===== config.mk =====
export PLATFORM = sky130hd
export DESIGN_NAME = lens_park_ramp_generator
export DESIGN_NICKNAME = d
export VERILOG_FILES = /design/src/rtl/core/lprg_pkg.sv /design/src/rtl/core/lprg_alu.sv /design/src/rtl/core/lprg_table.sv /design/src/rtl/core/lprg_ctrl.sv /design/src/rtl/core/lens_park_ramp_generator.sv
export VERILOG_INCLUDE_DIRS = /design/src /design/src/rtl/core
export SDC_FILE = /design/constraint.sdc
export NUM_CORES = 1
export LEC_CHECK = 0
export BUFFER_PORTS_ARGS = -buffer_cell sky130_fd_sc_hd__buf_2
export CAP_MARGIN = 30
export CORE_MARGIN = 1
export CORE_UTILIZATION = 40
export DETAILED_ROUTE_END_ITERATION = 10
export REMOVE_ABC_BUFFERS = 1
export SLEW_MARGIN = 20
export SYNTH_ARGS = -nofsm -noshare
export SYNTH_HDL_FRONTEND = slang
export SYNTH_SLANG_ARGS = --single-unit

===== constraint.sdc =====
create_clock -name aclk -period 19.8 [get_ports aclk]
set_input_delay 2.97 -clock aclk [delete_from_list [all_inputs] [get_ports aclk]]
set_output_delay 2.97 -clock aclk [all_outputs]
set_load 0.01 [all_outputs]

===== src/rtl/core/lens_park_ramp_generator_macros.svh =====
// Assertion macros shared by the lens park ramp generator RTL.
`ifndef LENS_PARK_RAMP_GENERATOR_MACROS_SVH
`define LENS_PARK_RAMP_GENERATOR_MACROS_SVH

// Same-cycle implication, checked outside reset.
`define LPRG_ASSERT_IMPLY(label, clk, rst_n, ante, cons, msg) \
    label: assert property (@(posedge clk) disable iff (!(rst_n)) (ante) |-> (cons)) \
        else $error(msg);

// Next-cycle implication, checked outside reset.
`define LPRG_ASSERT_NEXT(label, clk, rst_n, ante, cons, msg) \
    label: assert property (@(posedge clk) disable iff (!(rst_n)) (ante) |=> (cons)) \
        else $error(msg);

`endif


===== src/rtl/core/lprg_pkg.sv =====
// Shared types and constants for the lens park ramp generator.
package lprg_pkg;

    localparam int DAC_BITS = 10;

    localparam logic [DAC_BITS-1:0] FALLBACK_STEP = DAC_BITS'(10);
    localparam logic [DAC_BITS-1:0] KNEE_RST0     = DAC_BITS'(300);
    localparam logic [DAC_BITS-1:0] STEP_RST0     = DAC_BITS'(60);
    localparam logic [DAC_BITS-1:0] KNEE_RST1     = DAC_BITS'(200);
    localparam logic [DAC_BITS-1:0] STEP_RST1     = DAC_BITS'(40);
    localparam logic [DAC_BITS-1:0] PARK_POS_RST  = DAC_BITS'(100);

    typedef enum logic [1:0] {
        CMD_EDIT  = 2'd0,
        CMD_START = 2'd1,
        CMD_TICK  = 2'd2,
        CMD_NOP   = 2'd3
    } cmd_t;

    typedef enum logic [2:0] {
        STAT_IDLE        = 3'd0,
        STAT_RUNNING     = 3'd1,
        STAT_DONE        = 3'd2,
        STAT_ABORT_USER  = 3'd3,
        STAT_ABORT_WRITE = 3'd4
    } status_t;

    typedef enum logic {
        REG_PARK_POSITION = 1'b0,
        REG_PARK_ENABLE   = 1'b1
    } reg_index_t;

    typedef struct packed {
        cmd_t                cmd;
        logic [DAC_BITS-1:0] knee_point;
        logic [DAC_BITS-1:0] step_size;
        logic [DAC_BITS-1:0] start_position;
        logic                other_users;
        logic                last_write_failed;
    } item_t;

    typedef struct packed {
        logic [DAC_BITS-1:0] dac_code;
        logic                dac_write;
        status_t             park_status;
    } result_t;

    typedef struct packed {
        logic                clear;
        logic                insert;
        logic [DAC_BITS-1:0] knee;
        logic [DAC_BITS-1:0] step;
    } tbl_edit_t;

    typedef struct packed {
        logic                ge;
        logic                gt;
        logic [DAC_BITS-1:0] diff;
    } alu_res_t;

endpackage


===== src/rtl/core/lprg_alu.sv =====
// Shared subtract and compare unit: a >= b, a > b and the saturated a - b.
module lprg_alu import lprg_pkg::*; (
    input  logic [DAC_BITS-1:0] op_a,
    input  logic [DAC_BITS-1:0] op_b,
    output alu_res_t            res
);

    logic [DAC_BITS:0] wide_diff;

    assign wide_diff = {1'b0, op_a} - {1'b0, op_b};

    always_comb begin
        res.ge   = ~wide_diff[DAC_BITS];
        res.gt   = ~wide_diff[DAC_BITS] && (wide_diff[DAC_BITS-1:0] != '0);
        res.diff = res.gt ? wide_diff[DAC_BITS-1:0] : '0;
    end

endmodule


===== src/rtl/core/lprg_table.sv =====
// Stage table held in registers, sorted by descending knee, with clear and insert.
module lprg_table import lprg_pkg::*; #(
    parameter int TABLE_DEPTH = 10,
    parameter int IDX_W       = $clog2(TABLE_DEPTH)
) (
    input  logic                aclk,
    input  logic                aresetn,
    input  logic [IDX_W-1:0]    idx,
    input  tbl_edit_t           edit,
    output logic [DAC_BITS-1:0] rd_knee,
    output logic [DAC_BITS-1:0] rd_step
);

    logic [DAC_BITS-1:0] knee_reg [TABLE_DEPTH];
    logic [DAC_BITS-1:0] step_reg [TABLE_DEPTH];

    for (genvar g = 0; g < TABLE_DEPTH; g++) begin : g_entry
        localparam logic [DAC_BITS-1:0] KNEE_INIT =
            (g == 0) ? KNEE_RST0 : ((g == 1) ? KNEE_RST1 : '0);
        localparam logic [DAC_BITS-1:0] STEP_INIT =
            (g == 0) ? STEP_RST0 : ((g == 1) ? STEP_RST1 : '0);

        logic [DAC_BITS-1:0] prev_knee;
        logic [DAC_BITS-1:0] prev_step;

        if (g == 0) begin : g_head
            assign prev_knee = edit.knee;
            assign prev_step = edit.step;
        end else begin : g_body
            assign prev_knee = knee_reg[g-1];
            assign prev_step = step_reg[g-1];
        end

        // On insert, entries after the slot move down one place; the last one falls off.
        always_ff @(posedge aclk) begin
            if (!aresetn) begin
                knee_reg[g] <= KNEE_INIT;
                step_reg[g] <= STEP_INIT;
            end else if (edit.clear) begin
                knee_reg[g] <= '0;
                step_reg[g] <= '0;
            end else if (edit.insert) begin
                if (IDX_W'(g) == idx) begin
                    knee_reg[g] <= edit.knee;
                    step_reg[g] <= edit.step;
                end else if (IDX_W'(g) > idx) begin
                    knee_reg[g] <= prev_knee;
                    step_reg[g] <= prev_step;
                end
            end
        end
    end

    assign rd_knee = knee_reg[idx];
    assign rd_step = step_reg[idx];

endmodule


===== src/rtl/core/lprg_ctrl.sv =====
// Sequencer that runs each command through the shared unit, one table entry a cycle.
module lprg_ctrl import lprg_pkg::*; #(
    parameter int TABLE_DEPTH = 10,
    parameter int IDX_W       = $clog2(TABLE_DEPTH)
) (
    input  logic                aclk,
    input  logic                aresetn,
    input  logic                item_valid,
    output logic                item_ready,
    input  item_t               item,
    input  logic [DAC_BITS-1:0] park_position,
    input  logic                park_enable,
    output logic [IDX_W-1:0]    tbl_idx,
    output tbl_edit_t           tbl_edit,
    input  logic [DAC_BITS-1:0] tbl_knee,
    input  logic [DAC_BITS-1:0] tbl_step,
    output logic                res_valid,
    input  logic                res_ready,
    output result_t             res
);

    typedef enum logic [6:0] {
        ST_IDLE     = 7'b0000001,
        ST_EXEC     = 7'b0000010,
        ST_WALK     = 7'b0000100,
        ST_FALLBACK = 7'b0001000,
        ST_SUB      = 7'b0010000,
        ST_CHECK    = 7'b0100000,
        ST_FINISH   = 7'b1000000
    } state_t;

    state_t              state_reg, state_next;
    item_t               item_reg;
    logic [IDX_W-1:0]    idx_reg, idx_next;
    logic [DAC_BITS-1:0] lens_reg, lens_next;
    logic                active_reg, active_next;
    logic [DAC_BITS-1:0] sub_step_reg, sub_step_next;
    logic                write_reg, write_next;
    status_t             status_reg, status_next;

    logic [DAC_BITS-1:0] alu_a;
    logic [DAC_BITS-1:0] alu_b;
    alu_res_t            alu;
    logic                idx_last;

    lprg_alu u_alu (
        .op_a (alu_a),
        .op_b (alu_b),
        .res  (alu)
    );

    assign idx_last = (idx_reg == IDX_W'(TABLE_DEPTH - 1));

    always_comb begin
        alu_a = lens_reg;
        alu_b = park_position;
        case (state_reg)
            ST_EXEC: begin
                alu_a = item_reg.start_position;
            end
            ST_WALK: begin
                alu_a = (item_reg.cmd == CMD_EDIT) ? item_reg.knee_point : lens_reg;
                alu_b = tbl_knee;
            end
            ST_SUB: begin
                alu_b = sub_step_reg;
            end
            default: ;
        endcase
    end

    always_comb begin
        tbl_edit.clear  = (state_reg == ST_EXEC) && (item_reg.cmd == CMD_EDIT) &&
                          (item_reg.knee_point == '0) && (item_reg.step_size == '0);
        // The first stage with a smaller knee than the new one takes the new entry.
        tbl_edit.insert = (state_reg == ST_WALK) && (item_reg.cmd == CMD_EDIT) && alu.gt;
        tbl_edit.knee   = item_reg.knee_point;
        tbl_edit.step   = item_reg.step_size;
    end

    assign tbl_idx = idx_reg;

    always_comb begin
        state_next    = state_reg;
        idx_next      = idx_reg;
        lens_next     = lens_reg;
        active_next   = active_reg;
        sub_step_next = sub_step_reg;
        write_next    = write_reg;
        status_next   = status_reg;
        case (state_reg)
            ST_IDLE: begin
                if (item_valid) begin
                    state_next = ST_EXEC;
                end
            end
            ST_EXEC: begin
                write_next  = 1'b0;
                idx_next    = '0;
                status_next = active_reg ? STAT_RUNNING : STAT_IDLE;
                state_next  = ST_FINISH;
                case (item_reg.cmd)
                    CMD_EDIT: begin
                        if (item_reg.step_size != '0) begin
                            state_next = ST_WALK;
                        end
                    end
                    CMD_START: begin
                        lens_next = item_reg.start_position;
                        if (park_enable && alu.gt) begin
                            active_next = 1'b1;
                            status_next = STAT_RUNNING;
                        end else begin
                            active_next = 1'b0;
                            status_next = park_enable ? STAT_DONE : STAT_IDLE;
                        end
                    end
                    CMD_TICK: begin
                        if (!active_reg) begin
                            status_next = STAT_IDLE;
                        end else if (item_reg.last_write_failed) begin
                            active_next = 1'b0;
                            status_next = STAT_ABORT_WRITE;
                        end else if (item_reg.other_users) begin
                            active_next = 1'b0;
                            status_next = STAT_ABORT_USER;
                        end else begin
                            state_next = ST_WALK;
                        end
                    end
                    default: ;
                endcase
            end
            ST_WALK: begin
                if (item_reg.cmd == CMD_EDIT) begin
                    if (alu.gt || idx_last) begin
                        state_next = ST_FINISH;
                    end else begin
                        idx_next = idx_reg + 1'b1;
                    end
                end else if (alu.ge && (tbl_step != '0)) begin
                    sub_step_next = tbl_step;
                    state_next    = ST_SUB;
                end else if (idx_last) begin
                    state_next = ST_FALLBACK;
                end else begin
                    idx_next = idx_reg + 1'b1;
                end
            end
            ST_FALLBACK: begin
                // Without a matching stage the fixed step applies only above the park point.
                sub_step_next = alu.gt ? FALLBACK_STEP : '0;
                state_next    = ST_SUB;
            end
            ST_SUB: begin
                lens_next  = alu.diff;
                state_next = ST_CHECK;
            end
            ST_CHECK: begin
                write_next = 1'b1;
                if (alu.gt) begin
                    status_next = STAT_RUNNING;
                end else begin
                    status_next = STAT_DONE;
                    active_next = 1'b0;
                end
                state_next = ST_FINISH;
            end
            ST_FINISH: begin
                if (res_ready) begin
                    state_next = ST_IDLE;
                end
            end
            default: begin
                state_next = ST_IDLE;
            end
        endcase
    end

    always_ff @(posedge aclk) begin
        if (!aresetn) begin
            state_reg  <= ST_IDLE;
            idx_reg    <= '0;
            lens_reg   <= '0;
            active_reg <= 1'b0;
        end else begin
            state_reg  <= state_next;
            idx_reg    <= idx_next;
            lens_reg   <= lens_next;
            active_reg <= active_next;
        end
    end

    always_ff @(posedge aclk) begin
        sub_step_reg <= sub_step_next;
        write_reg    <= write_next;
        status_reg   <= status_next;
        if ((state_reg == ST_IDLE) && item_valid) begin
            item_reg <= item;
        end
    end

    assign item_ready      = (state_reg == ST_IDLE);
    assign res_valid       = (state_reg == ST_FINISH);
    assign res.dac_code    = lens_reg;
    assign res.dac_write   = write_reg;
    assign res.park_status = status_reg;

endmodule


===== src/rtl/core/lens_park_ramp_generator.sv =====
// Lens park ramp generator: each input transfer carries one command (table edit, park
// start, ramp tick or no-op) and yields exactly one result transfer with the DAC value,
// a write flag and the park status. Commands run one at a time on a shared
// subtract-compare unit. A table edit or a running ramp tick walks the stage table, one
// entry per cycle through that unit. The result sits in an output register, so the next
// command is accepted while a result still waits to be taken. Configuration writes are
// registered and are seen by a command already in progress.
`include "lens_park_ramp_generator_macros.svh"

module lens_park_ramp_generator import lprg_pkg::*; #(
    parameter int TABLE_DEPTH = 10
) (
    input  logic                aclk,
    input  logic                aresetn,
    input  logic                s_tvalid,
    output logic                s_tready,
    // knee_point[9:0], step_size[19:10], start_position[29:20],
    // other_users[30], last_write_failed[31]
    input  logic [31:0]         s_tdata,
    // cmd[1:0]
    input  logic [1:0]          s_tuser,
    output logic                m_tvalid,
    input  logic                m_tready,
    // dac_code[9:0], dac_write[10], park_status[13:11], zero[15:14]
    output logic [15:0]         m_tdata,
    input  logic                cfg_we,
    input  logic                cfg_index,
    input  logic [DAC_BITS-1:0] cfg_wdata
);

    localparam int IDX_W = $clog2(TABLE_DEPTH);

    logic [DAC_BITS-1:0] park_position_reg;
    logic                park_enable_reg;
    item_t               item;
    logic [IDX_W-1:0]    tbl_idx;
    tbl_edit_t           tbl_edit;
    logic [DAC_BITS-1:0] tbl_knee;
    logic [DAC_BITS-1:0] tbl_step;
    logic                res_valid;
    logic                res_ready;
    result_t             res;
    logic                m_valid_reg;
    result_t             m_res_reg;

    always_comb begin
        item.cmd               = cmd_t'(s_tuser);
        item.knee_point        = s_tdata[9:0];
        item.step_size         = s_tdata[19:10];
        item.start_position    = s_tdata[29:20];
        item.other_users       = s_tdata[30];
        item.last_write_failed = s_tdata[31];
    end

    always_ff @(posedge aclk) begin
        if (!aresetn) begin
            park_position_reg <= PARK_POS_RST;
            park_enable_reg   <= 1'b1;
        end else if (cfg_we) begin
            case (reg_index_t'(cfg_index))
                REG_PARK_POSITION: park_position_reg <= cfg_wdata;
                REG_PARK_ENABLE:   park_enable_reg   <= cfg_wdata[0];
                default: ;
            endcase
        end
    end

    lprg_table #(
        .TABLE_DEPTH (TABLE_DEPTH),
        .IDX_W       (IDX_W)
    ) u_table (
        .aclk    (aclk),
        .aresetn (aresetn),
        .idx     (tbl_idx),
        .edit    (tbl_edit),
        .rd_knee (tbl_knee),
        .rd_step (tbl_step)
    );

    lprg_ctrl #(
        .TABLE_DEPTH (TABLE_DEPTH),
        .IDX_W       (IDX_W)
    ) u_ctrl (
        .aclk          (aclk),
        .aresetn       (aresetn),
        .item_valid    (s_tvalid),
        .item_ready    (s_tready),
        .item          (item),
        .park_position (park_position_reg),
        .park_enable   (park_enable_reg),
        .tbl_idx       (tbl_idx),
        .tbl_edit      (tbl_edit),
        .tbl_knee      (tbl_knee),
        .tbl_step      (tbl_step),
        .res_valid     (res_valid),
        .res_ready     (res_ready),
        .res           (res)
    );

    // The output register takes a new result whenever it is empty or being drained.
    assign res_ready = !m_valid_reg || m_tready;

    always_ff @(posedge aclk) begin
        if (!aresetn) begin
            m_valid_reg <= 1'b0;
        end else if (res_ready) begin
            m_valid_reg <= res_valid;
        end
    end

    always_ff @(posedge aclk) begin
        if (res_ready && res_valid) begin
            m_res_reg <= res;
        end
    end

    assign m_tvalid = m_valid_reg;
    assign m_tdata  = {2'b00, m_res_reg.park_status, m_res_reg.dac_write,
                       m_res_reg.dac_code};

    `LPRG_ASSERT_NEXT(a_one_item_at_a_time, aclk, aresetn, s_tvalid && s_tready, !s_tready, "input accepted while a command was in progress")
    `LPRG_ASSERT_NEXT(a_result_waits, aclk, aresetn, res_valid && !res_ready, res_valid && $stable(res), "pending result lost while the output register was full")
    `LPRG_ASSERT_IMPLY(a_write_status, aclk, aresetn, m_valid_reg && m_res_reg.dac_write, m_res_reg.park_status == STAT_RUNNING || m_res_reg.park_status == STAT_DONE, "DAC write with a status other than running or done")
    `LPRG_ASSERT_IMPLY(a_done_at_park, aclk, aresetn, res_valid && res.dac_write && res.park_status == STAT_DONE, res.dac_code <= park_position_reg, "ramp reported done above the park position")

endmodule

Yosys cells after proc, flatten, opt, wreduce, memory -nomap -nowiden:

Memories as Yosys holds them, arrays and structs flattened. A register that Yosys moved wholly into a read port is not among the register bits.
Index checks and enable logic that the tools add are counted.

* flip-flop bits (word level): 96
* RAM bits: 200
* bits of input ports: 50
* output and inout port bits: 18
* word-level logic and storage cells: 379
* memories: 2

* add/subtract/negate cells: 2
* magnitude comparators: 10
* equal/unequal tests: 31
* mux-type cells: 222
* bitwise gates (word level): 62
* reductions and logical operators: 31

Memory list
* u_table.knee_reg: depth 10, width 10, rd ports 10, clocked after Yosys merged registers in 1, wr ports 10, RTL line lprg_table.sv:14 `logic [DAC_BITS-1:0] knee_reg [TABLE_DEPTH];`
* u_table.step_reg: depth 10, width 10, rd ports 10, clocked after Yosys merged registers in 1, wr ports 10, RTL line lprg_table.sv:15 `logic [DAC_BITS-1:0] step_reg [TABLE_DEPTH];`

Operators by type and width (number)
* 2-to-1 mux 10 bit: 65
* 2-to-1 mux 1 bit: 120
* one-hot mux 10 bit (2 select lines): 4
* 2-to-1 mux 7 bit: 10
* OR 1 bit: 60
* one-hot mux 7 bit (7 select lines): 1
* 2-to-1 mux 4 bit: 9
* nonzero test 10 bit: 3
* logical NOT 10 bit: 2
* == test 3 x 4 -> 1 bit, first input constant: 4
* > comparator 3 x 4 -> 1 bit, first input constant: 4
* != test 3 bit, second input constant: 5
* one-hot mux 7 bit (2 select lines): 1
* 2-to-1 mux 3 bit: 4
* one-hot mux 3 bit (2 select lines): 2
* subtractor 10 x 10 -> 11 bit: 1
* logical AND 1 bit: 10
* != test 2 bit, second input constant: 5
* == test 2 x 4 -> 1 bit, first input constant: 2
* == test 4 bit, first input constant: 2
* > comparator 1 x 4 -> 1 bit, first input constant: 2
* > comparator 2 x 4 -> 1 bit, first input constant: 2
* > comparator 4 bit, first input constant: 2
* one-hot mux 4 bit (2 select lines): 1
* 25 further kinds: 37

Longest topological paths before layout:

* depth after elaboration: 13
* depth in mapped cells: 22
* gate-level depth less buffers: 16

By module:

A second synthesis with hierarchy kept.

* cell total of the unflattened synthesis: 1308
* area, all modules: 15606.2 sq um

Modules (own cells, without submodules)
* lprg_table: times used 1, cells each 831, area each 10611.4 sq um, seq. area each 6005.8 sq um
* lprg_ctrl: times used 1, cells each 327, area each 3469.6 sq um, seq. area each 1881.8 sq um
* lens_park_ramp_generator: times used 1, cells each 70, area each 953.4 sq um, seq. area each 660.6 sq um
* lprg_alu: times used 1, cells each 80, area each 571.8 sq um, seq. area each 0.0 sq um

Least setup slack after synthesis:

OpenSTA, ideal clock, no wires.

* path type: reg2reg
* start point: register with a tool-made name
* end point: memory u_table.knee_reg[1][0], enable pin
* library setup time: 0.454 ns
* arrival time: 6.432 ns
* required time: 19.346 ns
* path slack: 12.914 ns
* cell stages (with the launch flop): 19
* period minus slack after synthesis: 6.886 ns
* path through: dfxtp_1 buf_2 buf_2 buf_2 mux4_2 nor2b_1 a211oi_1 a211oi_1 a221oi_1 ha_1 nor2b_1 o2111ai_1 a211oi_1 o31a_1 nor2_2 o21ai_1 buf_2 buf_2 o41ai_1

RTL lines (RTL line)
* to (decl): lprg_table.sv:14

==> impl_metrics.yaml <==
placement:
  hpwl_mm: 28.8
  gp_routability_congestion: 0.899
  count_of_buffers_inserted_at_the_top_level_ports: 65
pwr:
  max-vdd-ir-drop_v: 0.0000595
  pwr_density_cell_nw_per_um2: 97.6
  switching_power_uw: 475
  switching_share: 0.281
  combinationalPowerShare: 0.149
  cellInternalPower_uw: 1210
  power.share.clock: 0.386
  leakagePower_uw: 0.00598
  power.share.sequential: 0.465
final_layout:
  insertedDiodeCount: 0
  n_fill_cell: 3418
  finalNetCount: 1351
  final_cell_mix: "sky130_fd_sc_hd__edfxtp_1 (262), sky130_fd_sc_hd__nor2_1 (109), sky130_fd_sc_hd__nand2_1 (103), sky130_fd_sc_hd__a21oi_1 (81), sky130_fd_sc_hd__buf_2 (65)"
  synth_to_final_area_change_pct: 14.0
  final_core_util: 0.462
  layout_commonest_cell: "sky130_fd_sc_hd__edfxtp_1"
  share_of_layout_cells_above_drive_strength_1: 0.169
hold_path:
  min_delay_path_depth: 0
  worst_hold_path_type: "reg2reg"
  whs_endpoint: "m_tdata[12]"
  worst_hold_startpoint: "u_ctrl.status_reg[1]"
clocking:
  ctsHoldBuffers: 0
  tritoncts: "done"
  cts_root_buffer: "sky130_fd_sc_hd__clkbuf_16"
  clkLatencyLatePin_ns: 0.56
  clock_sinks: 300
  cts-buffers-inserted: 36
  cts_resized: 0
  worst_setup_hold_path_clk_slew_ns: 0.06
  post-cts-setup-buffer-count: 0
  clock_h_tree_levels: 2
  max-clock-path-buffers: 3
sta:
  final.period_utilization: 0.319
  slew_headroom: 0.389
  tns_ns: 0
  finalSetupViolCount: 0
  final_max_slew_viol_count: 0
  rsz0062_at_grt: "false"
  finalCriticalPeriod_ns: 6.32
  highest_achievable_clock_rate_mhz: 158
  worstMarginPinSlew_ns: 0.914
  holdWs_ns: 0.423
  finClkSkew_ns: 0.0208
  report.final.hold_viol_count: 0
logic_synthesis:
  synth_enable_flop_cells: 262
  postSynthAreaPerCell_sq_um: 12.1
  synth-main-ff-cell: "sky130_fd_sc_hd__edfxtp_1"
  synth.lib_cells_used.distinct: 75
  synth_cells: 1254
  async_reset_ff_frac: 0
  synth-seq-area-share: 0.568
  synth.ff_latch_count: 300
  ys_warn_count: 0
  combined_area_of_all_synthesized_cells_sq_um: 15200
routing:
  ant_nets_after_route: 0
  post_drt_via_cell_ratio: 5.88
  detailroute.via_count: 10700
  dr_iter_0_viols: 1057
  wl_cell_um: 23.4
  drt_pre_antenna_iters: 7
  drc_errors: 0
  wirelength_mm: 42.6
setup_path:
  worstSetupStartpointType: "register"
  timing_worst_setup_path_type: "reg2reg"
  worst_path_arrival_ns: 6.54
  regToRegSetupSlack_ns: 13.48
  setup.worst_path.end_class: "register"
  r2r-end: "u_table.knee_reg[8][3]"
  path_max_fanout: 21
  worst_ep_required_time_ns: 20.03
  timing.reg2reg.worst_path_depth: 16
  critical_path.reg2reg.startpoint: "u_ctrl.state_reg[6]"
floorplanning:
  rows: 71
  floorplan.initialDensity: 0.405
  x_dimension_of_the_die_um: 197
  pin_count: 68
  die_area_sq_um: 38800
  core_footprint_sq_um: 37500
  die_height_um: 197
grt:
  gr_util_all_layers: 0.223
  antenna_found_initial: 0
  grt_overflow: 0
  grt_max_degree: 70
  first_global_vias: 10300
  grt_pass1_wl_mm: 65.0
job:
  count_of_maximum_capacitance_violations: 0
run_status:
  status: "completed"
-- cell usage after synthesis (4+ instances only) --
cell type / instances / area [sq um]
sky130_fd_sc_hd__edfxtp_1: 262 / 7870
sky130_fd_sc_hd__nor2_1: 109 / 409
sky130_fd_sc_hd__nand2_1: 103 / 387
sky130_fd_sc_hd__clkbuf_1: 90 / 338
sky130_fd_sc_hd__a21oi_1: 82 / 410
sky130_fd_sc_hd__a22o_1: 62 / 543
sky130_fd_sc_hd__mux2i_1: 46 / 460
sky130_fd_sc_hd__dfxtp_1: 38 / 761
sky130_fd_sc_hd__mux4_2: 36 / 811
sky130_fd_sc_hd__nand3_1: 36 / 180
sky130_fd_sc_hd__nand2b_1: 28 / 175
sky130_fd_sc_hd__nor3b_1: 27 / 203
sky130_fd_sc_hd__o21ai_0: 26 / 130
sky130_fd_sc_hd__a211oi_1: 25 / 188
sky130_fd_sc_hd__buf_2: 24 / 120
sky130_fd_sc_hd__a22oi_1: 23 / 173
sky130_fd_sc_hd__inv_1: 23 / 86.3
sky130_fd_sc_hd__nor2b_1: 20 / 125
sky130_fd_sc_hd__ha_1: 16 / 200
sky130_fd_sc_hd__and3_1: 15 / 93.8
sky130_fd_sc_hd__a21o_1: 11 / 82.6
sky130_fd_sc_hd__mux4_1: 11 / 289
sky130_fd_sc_hd__a222oi_1: 10 / 100
sky130_fd_sc_hd__and2_1: 10 / 62.6
sky130_fd_sc_hd__a221oi_1: 9 / 78.8
sky130_fd_sc_hd__nor3_1: 9 / 45.0
sky130_fd_sc_hd__nor4_1: 9 / 56.3
sky130_fd_sc_hd__o21a_1: 9 / 67.6
sky130_fd_sc_hd__nand3b_1: 6 / 45.0
sky130_fd_sc_hd__o311a_1: 5 / 50.1
sky130_fd_sc_hd__a32o_1: 4 / 40.0
sky130_fd_sc_hd__o21ai_1: 4 / 20.0
sky130_fd_sc_hd__o221ai_1: 4 / 35.0
-- how the worst max path moves through the flow --
stage                              from                      to  slack (ns)  depth (start not counted)
floorplan                      register  u_table.knee_reg[2][0]       11.59                         14
global placement               register  u_table.knee_reg[8][4]       13.53                         16
detailed placement             register  u_table.step_reg[5][1]       13.46                         15
CTS                            register  u_table.knee_reg[8][5]       13.43                         16
global route        u_ctrl.state_reg[6]  u_table.knee_reg[8][5]       13.06                         16
finish              u_ctrl.state_reg[6]  u_table.knee_reg[8][3]       13.48                         16
-- through the flow --
stage          power [uW]  area (sq um)  worst slack (ns)  instances
6_report             1690         17300             13.48       1821
5_1_grt              1750         17300             13.06       1821
4_1_cts              1700         17200             13.43       1816
3_5_place_dp         1050         16100             13.46       1752
3_3_place_gp         1040         16000             13.53       1748
2_1_floorplan         933         14700             11.59       1136
-- cell families (layout without fill, tap and decap cells) --
logic type	Yosys count	count (layout)	share of synthesized area
other	1	2	0.000247
and+or+nand+nor	388	388	0.127
DFF	300	300	0.568
muxes	94	94	0.103
xor gates and xnor gates	4	4	0.00231
adders and majority gates	17	17	0.0145
buffers and inverters	143	198	0.0383
AOI/OAI and AO/OA	307	307	0.146
-- critical path: stages, from the launching register on --
cell,delay [ns]
sky130_fd_sc_hd__dfxtp_1,0.36
sky130_fd_sc_hd__nor3_1,0.36
sky130_fd_sc_hd__nor3b_1,0.38
sky130_fd_sc_hd__and3b_1,0.60
sky130_fd_sc_hd__nor2_1,0.36
sky130_fd_sc_hd__a221oi_1,0.48
sky130_fd_sc_hd__ha_1,0.33
sky130_fd_sc_hd__nor2b_1,0.15
sky130_fd_sc_hd__o2111ai_1,0.37
sky130_fd_sc_hd__a21oi_1,0.12
sky130_fd_sc_hd__nor3b_1,0.31
sky130_fd_sc_hd__nand3_1,0.31
sky130_fd_sc_hd__o21ai_2,0.67
sky130_fd_sc_hd__buf_4,0.33
sky130_fd_sc_hd__o31ai_4,0.06
sky130_fd_sc_hd__buf_4,0.24
sky130_fd_sc_hd__or2_2,0.53
-- power by group through the flow --
stage | Clock (uW) | Combinational [uW] | Sequential [uW]
6_report | 651 | 252 | 786
5_1_grt | 684 | 276 | 789
4_1_cts | 663 | 250 | 787
3_5_place_dp | 0 | 249 | 799
3_3_place_gp | 0 | 242 | 800
2_1_floorplan | 0 | 148 | 785
-- layer usage --
metal	wire [um]	GRT usage
met4	937	0.0709
met3	3110	0.0342
met5	0	0
met1	19000	0.319
met2	19500	0.348
-- layout make-up --
cell class                 count  area (sq um)  area share
clock inverter                16           196      0.0113
sequential                   300          8630       0.499
inverter                      24          90.1     0.00520
clock buffer                  48           946      0.0546
tap                          511           639      0.0369
timing repair buffer         110           714      0.0413
multi-input combinational    812          6090       0.352
(Power assumes the default switching activity.)
